[src/xxd_pkg.sv]
// ----------------------------------------------------------------------------
// xxd_pkg
// Shared types and constants for the XXTEA four-word block decryptor.
// ----------------------------------------------------------------------------
package xxd_pkg;

  localparam int unsigned WORDS      = 4;
  localparam int unsigned NUM_ROUNDS = 6 + 52 / WORDS;
  localparam int unsigned NUM_STAGES = NUM_ROUNDS * WORDS;
  localparam int unsigned STAGE_W    = $clog2(NUM_STAGES);
  localparam int unsigned ROUND_W    = $clog2(NUM_ROUNDS);
  localparam int unsigned WIDX_W     = $clog2(WORDS);

  localparam logic [31:0] DELTA = 32'h9E37_79B9;

  typedef logic [WORDS-1:0][31:0] blk_t;
  typedef logic [WORDS-1:0][31:0] key_t;

  localparam key_t KEY_RESET = {32'hCCDD_EEFF, 32'h8899_AABB, 32'h4455_6677, 32'h0011_2233};

  // Register indexes on the configuration port
  typedef enum logic [1:0] {
    REG_KEY0 = 2'd0,
    REG_KEY1 = 2'd1,
    REG_KEY2 = 2'd2,
    REG_KEY3 = 2'd3
  } reg_idx_t;

  // Running sum used in round r: starts at NUM_ROUNDS * DELTA, falls by DELTA
  function automatic logic [31:0] round_sum(input logic [ROUND_W-1:0] r);
    logic [31:0] cnt;
    cnt = 32'(NUM_ROUNDS) - 32'(r);
    return cnt * DELTA;
  endfunction

endpackage

[src/xxd_stage.sv]
// ----------------------------------------------------------------------------
// xxd_stage
// One registered pipeline stage: updates a single word of the block with the
// XXTEA mix function. The stage number fixes the word, round sum and key pick.
// ----------------------------------------------------------------------------
module xxd_stage (
  input  logic                         clk,
  input  logic                         rst_n,
  input  logic [xxd_pkg::STAGE_W-1:0]  stage_idx,
  input  xxd_pkg::key_t                key,
  input  logic                         up_valid,
  output logic                         up_ready,
  input  xxd_pkg::blk_t                up_blk,
  output logic                         dn_valid,
  input  logic                         dn_ready,
  output xxd_pkg::blk_t                dn_blk
);
  import xxd_pkg::*;

  logic                valid_r;
  blk_t                blk_r;
  blk_t                blk_nxt;
  logic [ROUND_W-1:0]  rnd;
  logic [WIDX_W-1:0]   pos;
  logic [WIDX_W-1:0]   pos_y;
  logic [WIDX_W-1:0]   pos_z;
  logic [1:0]          e_sel;
  logic [31:0]         sum;
  logic [31:0]         y;
  logic [31:0]         z;
  logic [31:0]         k;
  logic [31:0]         mix_a;
  logic [31:0]         mix_b;

  // Words are visited high to low within a round
  assign rnd   = ROUND_W'(stage_idx >> WIDX_W);
  assign pos   = WIDX_W'(WORDS - 1) - stage_idx[WIDX_W-1:0];
  assign pos_y = pos + WIDX_W'(1);
  assign pos_z = pos - WIDX_W'(1);
  assign sum   = round_sum(rnd);
  assign e_sel = sum[3:2];
  assign y     = up_blk[pos_y];
  assign z     = up_blk[pos_z];
  assign k     = key[pos[1:0] ^ e_sel];
  assign mix_a = ((z >> 5) ^ (y << 2)) + ((y >> 3) ^ (z << 4));
  assign mix_b = (sum ^ y) + (k ^ z);

  always_comb begin
    blk_nxt      = up_blk;
    blk_nxt[pos] = up_blk[pos] - (mix_a ^ mix_b);
  end

  assign up_ready = !valid_r || dn_ready;

  always_ff @(posedge clk) begin
    if (!rst_n) begin
      valid_r <= 1'b0;
    end else if (up_ready) begin
      valid_r <= up_valid;
    end
  end

  always_ff @(posedge clk) begin
    if (up_ready && up_valid) begin
      blk_r <= blk_nxt;
    end
  end

  assign dn_valid = valid_r;
  assign dn_blk   = blk_r;

endmodule

[config.mk]
export PLATFORM = sky130hd
export DESIGN_NAME = xxd_stage
export DESIGN_NICKNAME = d
export VERILOG_FILES = /design/src/xxd_pkg.sv /design/src/xxd_stage.sv
export SDC_FILE = /design/constraint.sdc
export NUM_CORES = 1
export LEC_CHECK = 0
export BUFFER_PORTS_ARGS = -buffer_cell sky130_fd_sc_hd__buf_2
export CORE_UTILIZATION = 40
export CTS_CLUSTER_SIZE = 25
export DETAILED_ROUTE_END_ITERATION = 16
export PLACE_DENSITY = 0.64
export RECOVER_POWER = 100
export REMOVE_ABC_BUFFERS = 1
export SLEW_MARGIN = 20
export SYNTH_ARGS = -nofsm -noshare
export SYNTH_HDL_FRONTEND = slang
export SYNTH_SLANG_ARGS = --single-unit
[constraint.sdc]
create_clock -name clk -period 11.7 [get_ports clk]
set_input_delay 2.34 -clock clk [delete_from_list [all_inputs] [get_ports clk]]
set_output_delay 2.34 -clock clk [all_outputs]
set_load 0.01 [all_outputs]
==> impl.org <==
** Clock network
- CTS H-tree depth :: 4
- The clock passes through at most 2 buffers.
- For this design, the CTS-stage hold fixing added 0 buffers.
- TritonCTS created 17 clock buffers.
- The cell sitting at the root of the clock tree is a sky130_fd_sc_hd__clkbuf_16.
- TritonCTS built the clock tree.
- Post CTS Setup Buffer Count :: 0
- Clock slew seen by the registers of the worst setup and hold paths :: 0.06 ns
- Clk Latency, worst-skew pair :: between 0.4 and 0.5 ns
- TritonCTS sink count :: 129

** Synth
- In this run the mean area of a mapped cell was around 11 µm².
- In the post-synthesis netlist, the biggest area contributors are sky130_fd_sc_hd__edfxtp_1 (23%), sky130_fd_sc_hd__mux4_2 (17%), sky130_fd_sc_hd__ha_1 (13%).
- Fraction of registers with async set or reset after synthesis :: 0%
- The cell count after synthesis came out at between 1,000 and 1,500.
- Seq/Total Area, Yosys :: 23.53%
- Largest area contributor in the synthesized netlist :: sky130_fd_sc_hd__edfxtp_1
- Post-Syn Area :: approximately 0.016 mm²
- Seq cells post-synth :: 129
- After synthesis, the netlist uses 67 different library cells.
- EDFF count, synth :: approximately 130
- The most used flip-flop cell after synthesis is sky130_fd_sc_hd__edfxtp_1.
- Top-area cell type share of the netlist area :: a little under a quarter
- Number of warning messages in the yosys log :: 0

** Global route
- Global routing consumed, over all layers together, 25.33% of the routing resources.
- Pin count of the biggest net entering global routing :: 70
- The via count of the first global-routing pass came to around 14,000.
- Global-route wire length before repair :: 79,290 µm
- Number of antenna violations at the first check in global routing :: 1
- Sum of overflow across all layers after global routing :: 0

** Layout
- Area grow syn2layout :: 18.85%
- Finished layout cell area :: 0.01952 mm²
- The final layout contains about 2,300 nets.
- In the final layout, the share of cells above drive strength 1 is 30.12%.
- The library cell used most frequently in the layout, excluding fill and tap cells, is sky130_fd_sc_hd__buf_2.
- Counting the fill cells in the layout gives 3,722.
- In the layout the commonest cells are sky130_fd_sc_hd__buf_2 (265), sky130_fd_sc_hd__ha_1 (166), sky130_fd_sc_hd__xnor2_1 (157).

** Floorplanning
- The floorplan step set the die width to around 200 µm.
- The floorplan has 73 rows.
- The die covers 0.04186 mm².
- For this configuration, the core starts out at a cell density of 40.95%.
- Standard cell core area :: 0.04010 mm²
- Number of primary I/O pins :: ~400
- Vertical die dimension :: 204.6 µm

** STA
- Hold is met by between 0.5 and 0.6 ns.
- The total count of max-transition violations in the final report is roughly 160.
- Endpoints failing hold :: 0
- Share of the cycle needed by the critical path after routing :: a little over nine tenths
- Setup repair after global routing missed its margin :: no
- Final clock skew :: 0.01459 ns
- For the pin with the worst max-slew slack, the measured transition is just under 4 ns.
- Subtracting the final worst setup slack from the clock period gives around 11 ns.
- Setup violations remaining at the end of the flow were counted as 0.
- Slew Limit Headroom :: -163.0%
- Highest Clock Rate :: 89.61 MHz
- Setup TNS Final :: 0 ns

** Route
- Aggregate routed wire length :: approximately 52,000 µm
- The first TritonRoute pass finished after 8 iterations.
- Number of nets with antenna violations after routing :: 0
- Dividing the detail-routed via count by the number of cells gives 5.675.
- The detailed router finished its first iteration with 857 violations.
- Routed length per placed instance :: approximately 22 µm
- Drc violations :: 0
- The routed layout has 13,530 vias.

** Critical path
- The largest single stage delay on the critical path is 1.78 ns.
- The most critical setup path has its startpoint at stage_idx[4].
- Endpoint type of the worst setup path :: flip-flop
- Highest net fanout along the worst path :: 31
- The worst setup path is of the input port to flip-flop kind.
- STA classifies the critical path startpoint as an input port.
- Arrival time at the worst endpoint :: 11.38 ns
- Slowest CP cell :: sky130_fd_sc_hd__clkbuf_1
- Cell seen most often among critical-path stages :: sky130_fd_sc_hd__a21oi_1
- Reg-to-Reg Start :: dn_valid
- Required time of the critical path :: 11.92 ns

** Placed design
- Once placement finished, the instance area stood at 0.01906 mm².
- Buffers placed on the I/O ports in this run total 396.
- Half-perimeter wire length after placement :: 41,790 µm
- At the end of routability-driven placement, the weighted congestion stood at 0.9468.

** Outcome
- The run finished, with violations left.
- Violated checks :: max-capacitance violations, max-slew violations

** Hold path
- In this run the most critical hold path is launched from dn_valid.
- The min-delay analysis places its worst path in the category flip-flop to flip-flop.

** Flow run
- Max-capacitance violation count :: 3
[metal layers]
metal,global-route usage [%],vias up,share of wire [%]
li1,-,6326,-
met1,33.28,6607,42
met2,41.18,520,48
met3,5.138,77,7.0
met4,9.009,0,2.6
met5,0,-,0
[critical path: cells and delay by family]
kind | cells | cell delay [ns]
muxes | 2 | 0.77
buffers and inverters | 5 | 2.50
AOI/OAI and AO/OA | 15 | 2.92
xor gates and xnor gates | 4 | 0.82
and+or+nand+nor | 3 | 0.38
adders and majority gates | 4 | 1.63
[Yosys cell counts (16+ instances only)]
master and number:
sky130_fd_sc_hd__mux4_2 126, sky130_fd_sc_hd__a21o_1 50, sky130_fd_sc_hd__xnor2_1 157, sky130_fd_sc_hd__edfxtp_1 128
sky130_fd_sc_hd__xor2_1 119, sky130_fd_sc_hd__clkbuf_1 32, sky130_fd_sc_hd__a21oi_1 117, sky130_fd_sc_hd__nand2_1 37
sky130_fd_sc_hd__nor2_1 72, sky130_fd_sc_hd__o21ai_0 34, sky130_fd_sc_hd__inv_1 74, sky130_fd_sc_hd__mux2_2 100
sky130_fd_sc_hd__o21bai_1 16, sky130_fd_sc_hd__fa_1 28, sky130_fd_sc_hd__ha_1 170
[worst paths after layout]
| path | to | slack (ns) | depth (start not counted) |
|---|---|---|---|
| max | dn_blk[126] | 0.54 | 33 |
| min | dn_valid | 0.54 | 2 |
| max reg2reg | dn_blk[124] | 5.04 | 3 |
| min reg2reg | dn_valid | 0.54 | 2 |
[cells by family after synthesis]
| logic type | count (synthesis) | share of synthesized area, % |
|---|---|---|
| xor+xnor | 278 | 15.00 |
| compound gates | 299 | 11.94 |
| fa+ha+maj | 201 | 16.55 |
| flops | 129 | 23.53 |
| mux | 230 | 24.38 |
| simple gates | 200 | 5.784 |
| buf+inv | 122 | 2.804 |
[final cells by class]
cell class	instances	area [µm²]	share of cell area (%)
Timing Repair Buffer	413	1938	9.931
Sequential cell	129	3864	19.80
Antenna cell	3	7.507	0.03847
Inverter	74	277.8	1.423
Tap cell	525	656.9	3.366
Clock buffer	17	425.4	2.180
Multi-Input combinational cell	1208	12140	62.20
Clock inverter	15	207.7	1.064
[stage by stage]
| stage | instances | util [%] | setup slack [ns] |
|---|---|---|---|
| 3_3_place_gp | 2349 | 47.53 | 0.4203 |
| 5_1_grt | 2381 | 48.65 | 0.03286 |
| 3_5_place_dp | 2349 | 47.53 | 0.1714 |
| 2_1_floorplan | 1411 | - | 1.246 |
| 4_1_cts | 2381 | 49.11 | 0.5951 |
| 6_report | 2384 | 48.67 | 0.5408 |
[repair_timing]
item | CTS | global route
endpoints found under the hold margin | 0 | 0
gates resized for setup | 0 | 2
setup endpoints to repair | 0 | 4
[registers in the layout (all words and copies together), names as in the netlist]
register / count
dn_blk: 128
dn_valid: 1
Power is left out: the tool's default activity adds up to more than one toggle a clock period on the data nets, which glitch-free logic cannot reach.
