==> src/xxd_pkg.sv <==
// ----------------------------------------------------------------------------
// xxd_pkg
// Shared types and constants for the XXTEA four-word block decryptor.
// ----------------------------------------------------------------------------
package xxd_pkg;

  localparam int unsigned WORDS      = 4;
  localparam int unsigned NUM_ROUNDS = 6 + 52 / WORDS;
  localparam int unsigned NUM_STAGES = NUM_ROUNDS * WORDS;
  localparam int unsigned STAGE_W    = $clog2(NUM_STAGES);
  localparam int unsigned ROUND_W    = $clog2(NUM_ROUNDS);
  localparam int unsigned WIDX_W     = $clog2(WORDS);

  localparam logic [31:0] DELTA = 32'h9E37_79B9;

  typedef logic [WORDS-1:0][31:0] blk_t;
  typedef logic [WORDS-1:0][31:0] key_t;

  localparam key_t KEY_RESET = {32'hCCDD_EEFF, 32'h8899_AABB, 32'h4455_6677, 32'h0011_2233};

  // Register indexes on the configuration port
  typedef enum logic [1:0] {
    REG_KEY0 = 2'd0,
    REG_KEY1 = 2'd1,
    REG_KEY2 = 2'd2,
    REG_KEY3 = 2'd3
  } reg_idx_t;

  // Running sum used in round r: starts at NUM_ROUNDS * DELTA, falls by DELTA
  function automatic logic [31:0] round_sum(input logic [ROUND_W-1:0] r);
    logic [31:0] cnt;
    cnt = 32'(NUM_ROUNDS) - 32'(r);
    return cnt * DELTA;
  endfunction

endpackage

==> src/xxd_cfg_regs.sv <==
// ----------------------------------------------------------------------------
// xxd_cfg_regs
// APB-style register file holding the four 32-bit key words.
// ----------------------------------------------------------------------------
module xxd_cfg_regs (
  input  logic              clk,
  input  logic              rst_n,
  input  logic              psel,
  input  logic              penable,
  input  logic              pwrite,
  input  logic [3:0]        paddr,
  input  logic [31:0]       pwdata,
  output logic [31:0]       prdata,
  output logic              pready,
  output xxd_pkg::key_t     key
);
  import xxd_pkg::*;

  key_t     key_r;
  reg_idx_t idx;
  logic     wr_en;

  assign pready = 1'b1;
  assign idx    = reg_idx_t'(paddr[3:2]);
  assign wr_en  = psel && penable && pwrite && pready;

  always_ff @(posedge clk) begin
    if (!rst_n) begin
      key_r <= KEY_RESET;
    end else if (wr_en) begin
      key_r[idx] <= pwdata;
    end
  end

  always_comb begin
    unique case (idx)
      REG_KEY0: prdata = key_r[0];
      REG_KEY1: prdata = key_r[1];
      REG_KEY2: prdata = key_r[2];
      REG_KEY3: prdata = key_r[3];
      default:  prdata = '0;
    endcase
  end

  assign key = key_r;

endmodule

==> config.mk <==
export PLATFORM = sky130hd
export DESIGN_NAME = xxd_cfg_regs
export DESIGN_NICKNAME = d
export VERILOG_FILES = /design/src/xxd_pkg.sv /design/src/xxd_cfg_regs.sv
export SDC_FILE = /design/constraint.sdc
export NUM_CORES = 1
export LEC_CHECK = 0
export ABC_AREA = 1
export BUFFER_PORTS_ARGS = -buffer_cell sky130_fd_sc_hd__clkbuf_2
export CAP_MARGIN = 25
export CORE_ASPECT_RATIO = 1.5
export CORE_MARGIN = 1.5
export CORE_UTILIZATION = 45
export DETAILED_ROUTE_END_ITERATION = 12
export MAX_ROUTING_LAYER = met4
export PLACE_DENSITY = 0.83
export SLEW_MARGIN = 10
export SYNTH_ARGS = -nofsm -noshare
export SYNTH_HDL_FRONTEND = slang
export SYNTH_SLANG_ARGS = --single-unit
==> constraint.sdc <==
create_clock -name clk -period 0.8 [get_ports clk]
set_input_delay 0.04 -clock clk [delete_from_list [all_inputs] [get_ports clk]]
set_output_delay 0.04 -clock clk [all_outputs]
set_load 0.05 [all_outputs]
==> results of run 1 <==
==> metrics by stage <==
stage | util [%] | TNS, ns | std cells | hold WS (ns) | worst slack (ns)
global placement | 65.6 | -45.38 | 1220 | 0.291 | -0.364
detailed placement | 65.6 | -49.16 | 1220 | 0.291 | -0.380
floorplan | - | -5.72 | 841 | 0.165 | -0.189
==> cell families after synthesis <==
kind of cell  Yosys count
other cells             1
buf+inv                86
simple gates          626
flops                 128
==> Yosys cell counts <==
cell                       count  area share [%]
sky130_fd_sc_hd__buf_2        20             1.8
sky130_fd_sc_hd__buf_4        21             2.8
sky130_fd_sc_hd__buf_6         2            0.40
sky130_fd_sc_hd__clkbuf_1     15             1.0
sky130_fd_sc_hd__conb_1        1           0.066
sky130_fd_sc_hd__dfxtp_1     128              45
sky130_fd_sc_hd__inv_1        24             1.6
sky130_fd_sc_hd__inv_2         4            0.27
sky130_fd_sc_hd__nand2_1     325              22
sky130_fd_sc_hd__nand2_2       4            0.44
sky130_fd_sc_hd__nand3_1     129              11
sky130_fd_sc_hd__nand4_1      32             3.5
sky130_fd_sc_hd__nor2_1      129             8.6
sky130_fd_sc_hd__nor2_2        4            0.44
sky130_fd_sc_hd__nor2_4        3            0.60
==> impl_metrics.py, run 1 <==
metrics = {
    "status": {
        "outcome": "aborted with a tool error",
        "failed_stage": "clock tree synthesis",
        "error_line": "[ERROR DPL-0033] detailed placement checks failed during check placement.",
    },
    "place": {
        "postPlaceCellArea_mm2": 0.00796,
        "gp_congestion": 0.883,
        "number_of_buffers_added_on_ports": 198,
        "dp_hpwl_um": 13500,
    },
    "clock_network": {
        "cts_htree_levels": 4,
        "clock_tree.buffer_depth": 2,
        "holdBufCountCts": 30,
        "clock_sinks": 128,
        "number_of_buffers_inserted_during_clock_tree_synthesis": 17,
        "post-cts-setup-buffers": 10,
        "cts_repair_resize_count": 490,
        "clock_tree.root_cell": "sky130_fd_sc_hd__clkbuf_16",
    },
    "yosys": {
        "combinational_family_with_the_most_area_after_synthesis": "simple AND/OR/NAND/NOR gates",
        "netlist_instances": 841,
        "synth.net_count": 882,
        "synthesis.yosys.warnings": 0,
        "post_synthesis_average_cell_area_um2": 6.71,
        "yosys_register_bits": 128,
        "synthesized_area_fraction_occupied_by_xor_and_xnor_cells_pct": 0,
        "synth-compound-area-share_pct": 0,
        "post_synth_num_cell_types": 15,
        "yosys.area_share.simple_pct": 46.7,
        "synth-adder-area-share_pct": 0,
        "post_synth_instance_area_mm2": 0.00564,
        "synth.mux.area_fraction_pct": 0,
        "synth.yosys.seq_area_share_pct": 45.4,
    },
    "floorplan": {
        "floorplan.initialDensity_pct": 46.5,
        "die_h_um": 140,
        "die_width_um": 94.4,
        "placementRows": 49,
        "ioPinCount": 202,
    },
}
==> run 2: changes to the inputs <==
Settings changed: CORE_ASPECT_RATIO 1.5 to unset, CORE_UTILIZATION 45 to 30, MAX_ROUTING_LAYER met4 to unset, PLACE_DENSITY 0.83 to unset, PLACE_DENSITY_LB_ADDON set to 0.15.
Clock period 0.8 ns to 1.05 ns, I/O delays scaled along.
==> run 2 against run 1 <==
Compared with the run above: synthesized area did not move; synthesized cell count unchanged; the flow now finishes, with violations (negative setup slack).
==> impl_metrics.py, run 2 <==
metrics = {
    "floorplan": {
        "floorplan.initialDensity_pct": 31.0,
        "fp.coreArea_mm2": 0.0182,
        "fp.dieArea_mm2": 0.0196,
        "die_width_um": 140,
        "die_h_um": 140,
        "placementRows": 49,
        "ioPinCount": 202,
    },
    "yosys": {
        "most_instantiated_library_cell_after_synthesis": "sky130_fd_sc_hd__nand2_1",
        "synth.top_cells.by_area": "sky130_fd_sc_hd__dfxtp_1 45%, sky130_fd_sc_hd__nand2_1 22%, sky130_fd_sc_hd__nand3_1 11%, sky130_fd_sc_hd__nor2_1 8.6%, sky130_fd_sc_hd__nand4_1 3.5%",
        "post_synth_num_cell_types": 15,
        "synthesis.yosys.warnings": 0,
        "yosys_register_bits": 128,
        "post_synth_instance_area_mm2": 0.00564,
        "post_synthesis_average_cell_area_um2": 6.71,
        "ys.flop_type": "sky130_fd_sc_hd__dfxtp_1",
        "synth.cells.most_frequent": "325 x sky130_fd_sc_hd__nand2_1, 129 x sky130_fd_sc_hd__nand3_1, 129 x sky130_fd_sc_hd__nor2_1",
        "netlist_instances": 841,
        "synth.yosys.seq_area_share_pct": 45.4,
        "async_flop_share_pct": 0,
        "synth.net_count": 882,
        "synth_largest_area_cell": "sky130_fd_sc_hd__dfxtp_1",
        "yosys.area.top_type_share_pct": 45.4,
        "synth_edf_count": 0,
    },
    "power": {
        "cellInternalPower_mw": 9.57,
        "share_comb_of_total_power_pct": 19.4,
        "power_mw": 13.5,
        "seq_power_share_pct": 37.6,
        "largest_vdd_supply_drop_v": 0.00111,
        "pwr_density_cell_mw_per_mm2": 1310,
        "total_leakage_power_nw": 4.80,
        "swShare_pct": 29.2,
        "share_clk_of_total_power_pct": 43.0,
        "switching_power_mw": 3.95,
    },
    "status": {
        "outcome": "finished, violations left",
        "violated_checks": "negative setup slack",
    },
    "clock_network": {
        "clock_tree.root_cell": "sky130_fd_sc_hd__clkbuf_16",
        "cts_htree_levels": 4,
        "tritoncts_clock_tree": "built",
        "clock_tree.buffer_depth": 2,
        "clock_sinks": 128,
        "number_of_buffers_inserted_during_clock_tree_synthesis": 17,
        "clk_pin_slew_ns": 0.06,
        "clk_latency_ns": 0.42,
    },
    "worst_setup_path": {
        "timing.setup.critical_path_class": "reg -> out",
        "critical_path.endpoint": "prdata[23]",
        "critical_path_arrival_ns": 1.18,
        "critPathLaunch": "key[55]",
        "r2r_end": "key[1]",
        "reg2reg_slack_ns": 0.23,
        "regToRegStartpoint": "key[1]",
        "cp.required_ns": 1.00,
        "cp_max_fo": 3,
        "worst_setup_path_start_kind": "flop",
        "endpoint_kind": "output pin",
        "worst-r2r-cell-count": 4,
    },
    "timing": {
        "worst_hold_slack_ns": 0.0214,
        "layout_worst_path_cycle_share_pct": 118,
        "grt_setup_unrepaired": "true",
        "final_number_of_hold_violating_endpoints": 0,
        "final.setup_skew_ns": 0,
        "slack_of_the_critical_path_ns": -0.187,
        "timing.fmax_mhz": 808,
        "final_setup_viols": 70,
        "final-max-slew-violation-count": 0,
        "finalCriticalPeriod_ns": 1.24,
    },
    "finish": {
        "area.growth.synth_to_final_pct": 83.3,
        "regArea_mm2": 0.00274,
        "post_route_cells_drive_above_1_share_pct": 43.4,
        "multiInputGateArea_mm2": 0.00271,
        "finish.instance_area_mm2": 0.0103,
        "num_antenna_cells": 0,
        "layout.cells.most_common": "sky130_fd_sc_hd__nand2_1",
        "most_frequent_cells_in_the_layout": "306 x sky130_fd_sc_hd__nand2_1, 129 x sky130_fd_sc_hd__nand3_1, 128 x sky130_fd_sc_hd__nor2_1",
        "fillCellCount": 1590,
        "largest_register_ffs": 128,
        "nets": 1179,
    },
    "run": {
        "cap_viol_max_count": 0,
    },
    "place": {
        "gp_congestion": 0.736,
        "postPlaceCellArea_mm2": 0.00741,
        "dp_hpwl_um": 13300,
        "number_of_buffers_added_on_ports": 198,
    },
    "global_routing": {
        "first_global_vias": 5879,
        "grtUsageMet3_pct": 4.58,
        "groute.usage.overall_pct": 21.1,
        "grt_pass1_wl_um": 32600,
        "globalRouteMet1Util_pct": 28.4,
        "grt-ovfl-total": 0,
        "grt_max_degree": 48,
        "top_usage_layer": "met2",
        "number_of_antenna_violations_at_the_first_check_in_global_routing": 0,
        "grt.met2_usage_pct": 33.8,
    },
    "routing": {
        "detailedRoute.firstIterationViolations": 398,
        "detail_route.first_pass.iterations": 4,
        "finalWirelength_um": 22000,
        "average_wire_length_per_cell_after_detail_routing_um": 15.9,
        "vias": 6611,
        "vias_per_cell": 4.79,
        "drc": 0,
        "drt.antenna.violating_nets": 0,
    },
    "min_path": {
        "hold_path.class": "in -> reg",
    },
}
==> run 2: cell counts after synthesis <==
No cell type changed its count.
==> run 2: per-stage QoR <==
step	setup slack (ns)	cells	util [%]	setup TNS, ns
global route	-0.242	1380	56.8	-8.02
detailed placement	-0.167	1258	40.7	-11.39
finish	-0.187	1380	56.8	-4.86
floorplan	0.00896	841	-	0
CTS	-0.213	1329	52.7	-4.49
global placement	-0.157	1258	40.7	-9.90
==> run 2: routing by layer <==
metal | share of wire (%) | vias to the layer above
met4 | 1.1 | 0
met1 | 45 | 3097
li1 | - | 3267
met2 | 49 | 230
met5 | 0 | -
met3 | 4.9 | 17
==> run 2: cell type report <==
| class | count | share of cell area, % |
|---|---|---|
| Clock buffer | 18 | 4.25 |
| Clock inverter | 14 | 1.37 |
| Inverter | 28 | 1.02 |
| Multi-Input combinational cell | 627 | 26.2 |
| Sequential cell | 128 | 26.5 |
| Tap cell | 229 | 2.77 |
| Timing Repair Buffer | 336 | 37.9 |
==> run 2: worst min path at each step <==
stage                           to  cells after the start        from
after floorplan           key[127]                      2  pwdata[31]
after global placement     key[87]                      3  pwdata[23]
after detailed placement   key[54]                      3  pwdata[22]
after CTS                  key[85]                      5  pwdata[21]
after global routing       key[21]                      5  pwdata[21]
final                      key[85]                      5  pwdata[21]
==> run 2: power groups by stage <==
stage	Combinational, mW	Clock [mW]	Sequential, mW
5_1_grt	2.76	6.15	5.09
3_5_place_dp	2.00	0	5.19
6_report	2.62	5.82	5.08
2_1_floorplan	0.973	0	5.54
3_3_place_gp	1.99	0	5.19
4_1_cts	2.40	5.95	5.09
==> run 2: logic make-up (layout without fill, tap and decap cells) <==
family                 after synthesis  count (layout)  synth area share [%]
and+or+nand+nor                    626             626                  46.7
buffers and inverters               86             396                  7.83
other                                1               1                0.0665
DFF                                128             128                  45.4
==> run 2: critical path, cell delays in order (launching register included) <==
cell                      delay, ns
sky130_fd_sc_hd__dfxtp_2       0.32
sky130_fd_sc_hd__nand2_1       0.06
sky130_fd_sc_hd__nand4_1       0.18
sky130_fd_sc_hd__buf_12        0.21
==> run 2: repair_timing <==
action,4_1_cts,5_1_grt
pin swaps,34,29
endpoints found under the hold margin,108,0
hold buffers,32,0
resized for setup,290,178
setup buffers,7,51
endpoints found under the setup margin,160,71
No activity file was read; power rests on OpenSTA's default activity.
==> run 3: changes to the inputs <==
Settings changed: REMOVE_ABC_BUFFERS set to 1.
==> run 3 against run 2 <==
Compared with the run above: the flow still finishes with violations (negative setup slack); via count decreased by 2.6%; clock-buffer cell count increased by 9; cell area decreased by 1.9%; clock skew unchanged; final cell count decreased by 1.4%; wire length decreased by 1.9%.
==> impl_metrics.py, run 3 (synthesized netlist as in run 2, its figures left out) <==
metrics = {
    "status": {
        "outcome": "finished, violations left",
        "violated_checks": "negative setup slack",
    },
    "finish": {
        "layout.cells.most_common": "sky130_fd_sc_hd__nand2_1",
        "area.growth.synth_to_final_pct": 79.8,
        "postLayoutCoreUtil_pct": 55.7,
        "most_frequent_cells_in_the_layout": "312 x sky130_fd_sc_hd__nand2_1, 129 x sky130_fd_sc_hd__nand3_1, 128 x sky130_fd_sc_hd__nor2_1",
        "nets": 1160,
        "post_route_cells_drive_above_1_share_pct": 41.8,
        "finish.instance_area_mm2": 0.0101,
        "instances_no_fill": 1360,
        "num_antenna_cells": 0,
        "largest_register_ffs": 128,
    },
    "power": {
        "cellInternalPower_mw": 9.67,
        "share_clk_of_total_power_pct": 43.2,
        "switching_power_mw": 3.80,
        "seq_power_share_pct": 37.7,
        "total_leakage_power_nw": 4.73,
        "swShare_pct": 28.2,
        "pwr_density_cell_mw_per_mm2": 1330,
        "largest_vdd_supply_drop_v": 0.00111,
        "share_comb_of_total_power_pct": 19.1,
    },
    "floorplan": {
        "ioPinCount": 202,
        "floorplan.initialDensity_pct": 31.0,
        "fp.dieArea_mm2": 0.0196,
        "die_width_um": 140,
        "placementRows": 49,
        "die_h_um": 140,
        "fp.coreArea_mm2": 0.0182,
    },
    "place": {
        "gp_congestion": 0.737,
        "dp_hpwl_um": 13200,
        "postPlaceCellArea_mm2": 0.00726,
        "place_inst": 1256,
        "number_of_buffers_added_on_ports": 198,
        "pre_cts_ws_ns": -0.178,
    },
    "global_routing": {
        "first_global_vias": 5981,
        "grt_pass1_wl_um": 33100,
        "number_of_antenna_violations_at_the_first_check_in_global_routing": 0,
        "grt-ovfl-total": 0,
        "groute.usage.overall_pct": 21.6,
        "grt_max_degree": 72,
    },
    "timing": {
        "final_setup_viols": 57,
        "final.setup_skew_ns": 0,
        "final-max-slew-violation-count": 0,
        "layout_worst_path_cycle_share_pct": 121,
        "timing.setup.tns_ns": -4.62,
        "timing.fmax_mhz": 789,
        "finalCriticalPeriod_ns": 1.27,
        "grt_setup_unrepaired": "true",
        "final_number_of_hold_violating_endpoints": 0,
        "slack_of_the_critical_path_ns": -0.218,
    },
    "clock_network": {
        "clk_latency_ns": 0.41,
        "clock_tree.buffer_depth": 2,
        "tritoncts_clock_tree": "built",
        "clk_pin_slew_ns": 0.06,
        "cts_htree_levels": 4,
        "clock_sinks": 128,
        "number_of_buffers_inserted_during_clock_tree_synthesis": 17,
        "clock_tree.root_cell": "sky130_fd_sc_hd__clkbuf_16",
    },
    "routing": {
        "detailedRoute.firstIterationViolations": 213,
        "average_wire_length_per_cell_after_detail_routing_um": 15.9,
        "drt.antenna.violating_nets": 0,
        "vias": 6438,
        "finalWirelength_um": 21600,
        "vias_per_cell": 4.73,
        "drc": 0,
        "detail_route.first_pass.iterations": 5,
    },
    "worst_setup_path": {
        "reg2reg_slack_ns": 0.34,
        "timing.setup.critical_path_class": "reg -> out",
        "worst_setup_path_start_kind": "flop",
        "cp.required_ns": 1.00,
        "worst-r2r-cell-count": 3,
        "r2r_end": "key[127]",
        "critical_path_arrival_ns": 1.22,
        "regToRegStartpoint": "key[127]",
        "cp_max_fo": 2,
        "endpoint_kind": "output pin",
    },
    "min_path": {
        "hold_path.class": "in -> reg",
        "hold-path-cell-count": 5,
        "holdPathEnd": "key[60]",
        "worstHoldStart": "pwdata[28]",
    },
    "run": {
        "cap_viol_max_count": 0,
    },
}
[run 3: cell types whose count changed in the layout (fill, tap and decap cells not counted), moves of 4 or more]
cell and delta:
sky130_fd_sc_hd__buf_4 -4, sky130_fd_sc_hd__nand2_2 -6, sky130_fd_sc_hd__buf_8 -5, sky130_fd_sc_hd__buf_6 -6, sky130_fd_sc_hd__nand2_1 +6
[run 3: routing by layer]
metal  global-route usage [%]  part of all wire [%]  vias up
li1                         -                     -     3218
met4                     6.09                   1.1        0
met5                        0                     0        -
met3                     4.21                   4.2       19
met1                     27.9                    45     3020
met2                     36.9                    50      181
[run 3: critical path, cell delays in order (launching register included)]
cell,delay [ns]
sky130_fd_sc_hd__dfxtp_2,0.31
sky130_fd_sc_hd__nand2_1,0.05
sky130_fd_sc_hd__nand4_1,0.21
sky130_fd_sc_hd__buf_12,0.22
[run 3: worst max-delay path by stage]
stage                   from  cells past startpoint  slack, ns    endpoint
floorplan           paddr[3]                      4      -1.51      key[0]
global placement    paddr[2]                      6      -0.17   prdata[9]
detailed placement  paddr[3]                      8      -0.18     key[73]
CTS                  key[95]                      3      -0.22  prdata[31]
global route         key[31]                      3      -0.26  prdata[31]
finish               key[31]                      3      -0.22  prdata[31]
[run 3: cell type report]
cell class | instances | area (um^2)
Timing Repair Buffer | 317 | 3740
Clock buffer | 27 | 533
Multi-Input combinational cell | 627 | 2700
Clock inverter | 4 | 47.5
Tap cell | 229 | 287
Sequential cell | 128 | 2740
Fill cell | 1701 | 8060
Inverter | 28 | 105
[run 3: timing repair]
action                     CTS  global route
pin swaps                   26            24
buffers inserted             8            38
resized for setup          421           156
setup endpoints to repair  160            81
hold buffers                29             0
cloned                       0             0
hold endpoints to repair   101             0
[run 3: power by group through the flow]
stage | Sequential [mW] | Clock [mW] | Combinational [mW]
after floorplan | 5.52 | 0 | 0.849
after global placement | 5.17 | 0 | 1.99
after detailed placement | 5.17 | 0 | 2.00
after CTS | 5.09 | 5.93 | 2.40
after global routing | 5.09 | 6.17 | 2.71
final | 5.08 | 5.82 | 2.57
[run 3: stage by stage]
step / hold slack, ns / power [mW]
after floorplan: 0.137 / 6.37
after global placement: 0.303 / 7.16
after detailed placement: 0.307 / 7.16
after CTS: 0.000880 / 13.4
after global routing: 0.0172 / 14.0
final: 0.00969 / 13.5
